===== src/banked_console_memory_map_assert.svh =====
// ----------------------------------------------------------------------------
// Assertion macros for the banked console memory map
// Shared macros for the concurrent checks of the memory map RTL.
// ----------------------------------------------------------------------------
`ifndef BANKED_CONSOLE_MEMORY_MAP_ASSERT_SVH
`define BANKED_CONSOLE_MEMORY_MAP_ASSERT_SVH

// The consequent must hold in the same cycle as the antecedent.
`define BCMM_ASSERT_SAME(label, ante, cons) \
  label: assert property (@(posedge clk) disable iff (!rst_n) (ante) |-> (cons)) \
    else $error("bcmm assertion failed");

// The consequent must hold in the cycle after the antecedent.
`define BCMM_ASSERT_NEXT(label, ante, cons) \
  label: assert property (@(posedge clk) disable iff (!rst_n) (ante) |=> (cons)) \
    else $error("bcmm assertion failed");

`endif


===== src/bcmm_ram.sv =====
// ----------------------------------------------------------------------------
// Generic single-port RAM
// One access per cycle; read data is registered and holds while idle.
// ----------------------------------------------------------------------------
module bcmm_ram #(
  parameter int unsigned WIDTH = 8,
  parameter int unsigned DEPTH = 64,
  localparam int unsigned AW = (DEPTH > 1) ? $clog2(DEPTH) : 1
) (
  input  logic             clk,
  input  logic             en,
  input  logic             we,
  input  logic [AW-1:0]    addr,
  input  logic [WIDTH-1:0] wdata,
  output logic [WIDTH-1:0] rdata
);

  logic [WIDTH-1:0] mem [DEPTH];
  logic [WIDTH-1:0] rdata_r;

  always_ff @(posedge clk) begin
    if (en && we) begin
      mem[addr] <= wdata;
    end
    if (en && !we) begin
      rdata_r <= mem[addr];
    end
  end

  assign rdata = rdata_r;

endmodule


===== config.mk =====
export PLATFORM = sky130hd
export DESIGN_NAME = bcmm_ram
export DESIGN_NICKNAME = d
export VERILOG_FILES = /design/src/banked_console_memory_map_assert.svh /design/src/bcmm_ram.sv
export SDC_FILE = /design/constraint.sdc
export NUM_CORES = 1
export LEC_CHECK = 0
export BUFFER_PORTS_ARGS = -buffer_cell sky130_fd_sc_hd__buf_2
export CAP_MARGIN = 40
export CORE_MARGIN = 2
export CORE_UTILIZATION = 51
export DETAILED_ROUTE_END_ITERATION = 10
export GPL_TIMING_DRIVEN = 0
export PLACE_DENSITY = 0.75
export REMOVE_ABC_BUFFERS = 1
export SKIP_CTS_REPAIR_TIMING = 1
export SYNTH_ARGS = -nofsm -noshare
export SYNTH_HDL_FRONTEND = slang
export SYNTH_SLANG_ARGS = --single-unit

===== constraint.sdc =====
create_clock -name clk -period 2.22 [get_ports clk]
set_input_delay 0.333 -clock clk [delete_from_list [all_inputs] [get_ports clk]]
set_output_delay 0.333 -clock clk [all_outputs]
set_load 0.005 [all_outputs]

After elaboration in Yosys (flattened, before gate mapping)
Memories as Yosys holds them, arrays and structs flattened. A register that Yosys moved wholly into a read port is not among the register bits.
Cells that the tools add are included.

operators by class
  mux-type cells = 2
  reduce and logical (&&, ||, !) cells = 3

operator list
  operator           number
  1-bit logical AND  2
  1-bit two-way mux  2
  1-bit logical NOT  1

word-level totals
  flip-flop bits (word level) = 0
  logic and storage cells = 6
  input port bits = 17
  memories kept = 1
  bits in writable memories = 512
  output and inout bits = 8

memories
  name  words  bits a word  read ports  clocked after memory_dff  wr ports  line            RTL
  mem   64     8            1           1                         1         bcmm_ram.sv:18  logic [WIDTH-1:0] mem [DEPTH];

Longest topological paths before layout
Gate-level depths: netlist of run 1.

  word-level depth = 3
  mapped depth = 9
  mapped depth without buffers = 5

Worst setup path after synthesis of run 1
Ideal clock, no wire load.

  path type = input to register
  start = in addr[2]
  end = mem mem[11][0], enable pin
  setup slack = 0.082 ns
  data required time = 1.850 ns
  cell stages on the path = 7
  arrival = 1.768 ns
  setup time = 0.370 ns
  path buffers = 4
  cell sequence = buf_4 buf_2 buf_2 buf_2 nor2_1 nand2_1 nor2_1

RTL lines
  item         line            RTL
  from (decl)  bcmm_ram.sv:13  input logic [AW-1:0] addr,
  to (decl)    bcmm_ram.sv:18

No word-level cell before the write port.

==> results of run 1 <==
==> cells by family after synthesis <==
logic type,synth area share
flip-flops,0.764
buffers and inverters,0.0232
AO/OA/AOI/OAI,0.0961
AND/OR/NAND/NOR,0.0418
multiplexers,0.0745
==> how the worst min path moves through the flow <==
stage | slack [ns] | start | endpoint
3_3_place_gp | 0.72 | mem[0][0] | rdata[0]
2_1_floorplan | 0.43 | wdata[0] | mem[0][0]
5_1_grt | 0.16 | wdata[7] | mem[38][7]
4_1_cts | 0.16 | wdata[7] | mem[38][7]
6_report | 0.17 | wdata[7] | mem[38][7]
3_5_place_dp | 0.70 | mem[0][0] | rdata[0]
==> registers in the layout, summed over array words and instances (netlist names) <==
| register | count |
|---|---|
| mem | 512 |
| rdata | 8 |
==> synthesized netlist by cell type (all sizes together) (7+ instances only) <==
library cell  instances  area, um2
a22o                  9       78.8
nor2b                 7       43.8
mux2                 43        484
mux2i                25        250
edfxtp              520      15600
a221oi               56        490
nor2                 78        293
nand2                34        128
o22ai                16        100
nand2b                7       43.8
o21ai                17       85.1
a22oi                67        503
nor3                 12       60.1
a21oi                15       75.1
o2bb2ai               8       70.1
a221o                19        190
and3                  8       50.1
a211oi               11       82.6
clkbuf               34        129
buf                  52        329
mux4                 35        788
==> stage by stage <==
step	util	total power [mW]	setup TNS (ns)
final	0.592	19.8	-0.0817
after global routing	0.592	20.2	-0.115
after CTS	0.575	19.6	-270.79
after detailed placement	0.539	12.2	-570.92
after global placement	0.523	12.1	-2188.22
after floorplan	-	11.5	-111.52
==> area by class of cell <==
type,count,area [um2],share of cell area
sequential,520,15600,0.666
clock inverter,15,118,0.00501
tap,525,657,0.0280
inverter,4,25.0,0.00107
clock buffer,68,1300,0.0553
multi-input combinational,534,4780,0.204
timing repair buffer,70,961,0.0410
==> where the power goes <==
group | internal, mW | total, mW | switching [mW]
registers | 10.8 | 10.9 | 0.0117
clock network | 4.28 | 7.66 | 3.38
logic | 0.431 | 1.25 | 0.818
total | 15.6 | 19.8 | 4.21
==> worst max-delay path, delay by kind of cell <==
family / cells / cell delay (ns)
buffers and inverters: 3 / 0.65
AO/OA/AOI/OAI: 3 / 1.12
AND/OR/NAND/NOR: 2 / 0.42
==> layer usage <==
metal  share of wire  vias up  GRT usage  wire, um
met3            0.11      125     0.0458      5840
li1                -     4802          -         -
met2            0.48      863      0.378     24600
met1            0.38     5932      0.337     19500
met4           0.035        0     0.0952      1810
met5               0        -          0         0
==> results.json, run 1 <==
{
  "status": "complete, but fails checks",
  "violations": "setup timing",
  "drtPass1Iterations": 7,
  "place_congestion": 0.899,
  "wl_um": 51700,
  "worstSkewPairLatency_ns": 0.58,
  "grt_start_max_net_pins": 71,
  "syn_inst": 1144,
  "io_pins": 25,
  "ys_seq_area_frac": 0.764,
  "slowest_stage": "a2111oi_4",
  "numCtsBuffers": 48,
  "crit_chain": "buf_16 > buf_16 > nor2_2 > buf_16 > o2bb2ai_1 > a221o_1 > a2111oi_4 > nand4b_1",
  "viasPerCell": 6.75,
  "antenna_left": 0,
  "synthFlopType": "edfxtp_1",
  "r2r_cells": 4,
  "relSlewSlack": 0.411,
  "synth.distinct_cells": 53,
  "cts_root_buf": "clkbuf_16",
  "mostFrequentLayoutCells": "edfxtp_1 (520), a22oi_1 (67), a221oi_1 (54), clkbuf_16 (54), mux2_2 (43)",
  "slowest_delay_ns": 0.56,
  "htree_levels": 2,
  "maxCapViolations": 0,
  "min_period_over_period": 1.03,
  "hpwlAfterDp_um": 30700,
  "netlist_area_um2": 20400,
  "synth_edf_count": 520,
  "p_per_area_nw_per_um2": 843,
  "min_period_ns": 2.29,
  "final.setup_skew_ns": 0.0232,
  "startpoint_type": "input pin",
  "cp_common_cell": "buf_16",
  "drive_gt1_frac": 0.244,
  "path_clk_slew_ns": 0.06,
  "die_w_um": 204,
  "antenna_cells": 0,
  "timing.final.max_slew_violations": 0,
  "hp-class": "in -> reg",
  "hold_viol": 0,
  "whs_ns": 0.165,
  "ys_warn_count": 0,
  "syn_area_per_cell_um2": 17.9,
  "route.detailed.drc": 0,
  "crit_start": "addr[0]",
  "synth-seq-cells": 520,
  "clkSinkCount": 520,
  "clk_path_buf_depth": 3,
  "dieArea_um2": 41700,
  "rrSetupSlack_ns": 0.08,
  "die_y_um": 204,
  "grt_antenna_before_repair": 0,
  "worstSetupPathType": "in -> reg",
  "cp_data_required_time_ns": 2.49,
  "whs_path_depth": 1,
  "grt_use_total": 0.241,
  "rr_endpoint": "rdata[4]",
  "finalNonFillerCells": 1736,
  "grt_pass1_wl_um": 73300,
  "design_area_um2": 23500,
  "core_um2": 39600,
  "pre_cts_ws_ns": -1.53,
  "postSynth.asyncResetShare": 0,
  "cts_tree": "built",
  "max_freq_mhz": 436,
  "syn2layout_area_growth_pct": 14.8,
  "drt_iter0_markers": 1894,
  "first_global_vias": 11300,
  "place_area_um2": 21400,
  "worst_pin_slew_ns": 0.881,
  "num-fill-cells": 2774,
  "crit_fanout": 51,
  "core.rowCount": 73,
  "final_common_cell": "edfxtp_1",
  "peakVddDrop_v": 0.000490,
  "crit_path_end": "rdata[4]",
  "setup_violations": 2,
  "wl_per_cell_um": 29.8,
  "initial_core_util": 0.515,
  "end_kind": "register",
  "finalWorstSetupSlack_ns": -0.0727,
  "vias": 11700,
  "cp.arrival_ns": 2.56,
  "overflow": 0,
  "fin_nets": 1195,
  "p_leak_nw": 7.21,
  "port_buffers": 24,
  "rr_startpoint": "mem[47][4]",
  "dp_cells": 1643
}
Note: power is estimated with default switching activity, not from simulation.
==> run 2: changes to the inputs <==
--- a/config.mk
+++ b/config.mk
@@ -8,10 +8,11 @@
 export BUFFER_PORTS_ARGS = -buffer_cell sky130_fd_sc_hd__buf_2
 export CAP_MARGIN = 40
 export CORE_MARGIN = 2
-export CORE_UTILIZATION = 51
+export CORE_UTILIZATION = 60
+export CTS_CLUSTER_SIZE = 25
 export DETAILED_ROUTE_END_ITERATION = 10
 export GPL_TIMING_DRIVEN = 0
-export PLACE_DENSITY = 0.75
+export PLACE_DENSITY = 0.82
 export REMOVE_ABC_BUFFERS = 1
 export SKIP_CTS_REPAIR_TIMING = 1
 export SYNTH_ARGS = -nofsm -noshare
==> constraint.sdc (replaced) <==
create_clock -name clk -period 2.7 [get_ports clk]
set_input_delay 0.405 -clock clk [delete_from_list [all_inputs] [get_ports clk]]
set_output_delay 0.405 -clock clk [all_outputs]
set_load 0.005 [all_outputs]
==> results.json, run 2 (synthesis results as in run 1) <==
{
  "status": "complete, no violations",
  "peakVddDrop_v": 0.000490,
  "cts_tree": "built",
  "fin_nets": 1189,
  "p_per_area_nw_per_um2": 716,
  "cts_root_buf": "clkbuf_16",
  "setup_violations": 0,
  "startpoint_type": "input pin",
  "die_y_um": 189,
  "die_w_um": 189,
  "whs_path_depth": 2,
  "path_buf_inv": 2,
  "clk_path_buf_depth": 3,
  "relSlewSlack": 0.399,
  "drtPass1Iterations": 8,
  "r2r_cells": 5,
  "cp_data_required_time_ns": 2.89,
  "core_um2": 33500,
  "htree_levels": 2,
  "power_mw": 16.6,
  "first_global_vias": 11700,
  "grt_pass1_wl_um": 75300,
  "grt_use_total": 0.288,
  "slowest_delay_ns": 0.70,
  "numCtsBuffers": 48,
  "min_period_ns": 2.66,
  "hpwlAfterDp_um": 30600,
  "wl_um": 51300,
  "vias": 12000,
  "max_freq_mhz": 376,
  "route.detailed.drc": 0,
  "crit_fanout": 61,
  "io_pins": 25,
  "clkSinkCount": 520,
  "wl_per_cell_um": 31.0,
  "crit_chain": "buf_6 > buf_16 > nor2b_4 > nand2_1 > nor2_2",
  "path_clk_slew_ns": 0.06,
  "worstSkewPairLatency_ns": 0.58,
  "core.rowCount": 67,
  "antenna_left": 0,
  "dieArea_um2": 35500,
  "mostFrequentLayoutCells": "edfxtp_1 (520), a22oi_1 (67), a221oi_1 (54), clkbuf_16 (49), mux2_2 (43)",
  "port_buffers": 24,
  "final_common_cell": "edfxtp_1",
  "slowest_stage": "nor2_2",
  "worst-path-stages": 5,
  "drive_gt1_frac": 0.229,
  "largest_reg_flops": 512,
  "final.setup_skew_ns": 0.0210,
  "grt_antenna_before_repair": 0,
  "worst_pin_slew_ns": 0.898,
  "worstSetupPathType": "in -> reg",
  "overflow": 0,
  "p_leak_nw": 7.16,
  "hold_viol": 0,
  "antenna_cells": 0,
  "hp-class": "in -> reg",
  "finalWorstSetupSlack_ns": 0.0392,
  "tns_ns": 0,
  "min_period_over_period": 0.985,
  "drt_iter0_markers": 2068,
  "maxCapViolations": 0,
  "pre_cts_ws_ns": -1.00,
  "timing.final.max_slew_violations": 0,
  "place_congestion": 0.880,
  "cp.arrival_ns": 2.86,
  "crit_family": "simple AND/OR/NAND/NOR gates",
  "initial_core_util": 0.609,
  "end_kind": "register",
  "grt_start_max_net_pins": 65,
  "syn2layout_area_growth_pct": 13.2,
  "viasPerCell": 7.25,
  "top_register": "mem"
}
==> run 2: changes by cell type in the layout (fill, tap and decap cells not counted), moves of 4 or more <==
cell and delta:
buf_6 +4, nand2_2 -4, buf_16 -4, nor2_1 +14, clkinv_2 +4, clkbuf_1 -11
clkbuf_16 -5, nor2_2 -11
==> run 2: power breakdown <==
group	internal (mW)	total, mW	switching, mW
sequential	8.92	8.93	0.00999
combinational	0.319	0.973	0.654
clock	3.80	6.65	2.86
==> run 2: final timing paths <==
| check | startpoint | endpoint | slack, ns |
|---|---|---|---|
| min reg2reg | mem[0][4] | rdata[4] | 0.76 |
| min | we | rdata[3] | 0.18 |
| max | addr[0] | mem[17][0] | 0.04 |
| max reg2reg | mem[49][2] | rdata[2] | 0.42 |
==> run 2: layer usage <==
metal | up-vias | GRT usage | share of wire
li1 | 4789 | - | -
met4 | 3 | 0.107 | 0.050
met3 | 209 | 0.0762 | 0.13
met2 | 1099 | 0.452 | 0.47
met1 | 5900 | 0.393 | 0.35
met5 | - | 0 | 0.00076
==> run 2: area by class of cell <==
type                            instances  area (um2)
Tap cell                              448         561
Timing Repair Buffer                   64         732
Multi-Input combinational cell        534        4670
Clock buffer                           57        1260
Fill cell                            1956       10400
Sequential cell                       520       15600
Clock inverter                         28         274
Inverter                                4        21.3
==> run 2: per-stage QoR <==
| step | utilization | area (um2) | std cells | hold WS [ns] |
|---|---|---|---|---|
| finish | 0.690 | 23100 | 1655 | 0.176 |
| global route | 0.690 | 23100 | 1655 | 0.193 |
| CTS | 0.679 | 22800 | 1649 | 0.169 |
| detailed placement | 0.633 | 21200 | 1564 | 0.740 |
| global placement | 0.616 | 20700 | 1530 | 0.730 |
| floorplan | - | 20000 | 1058 | 0.504 |
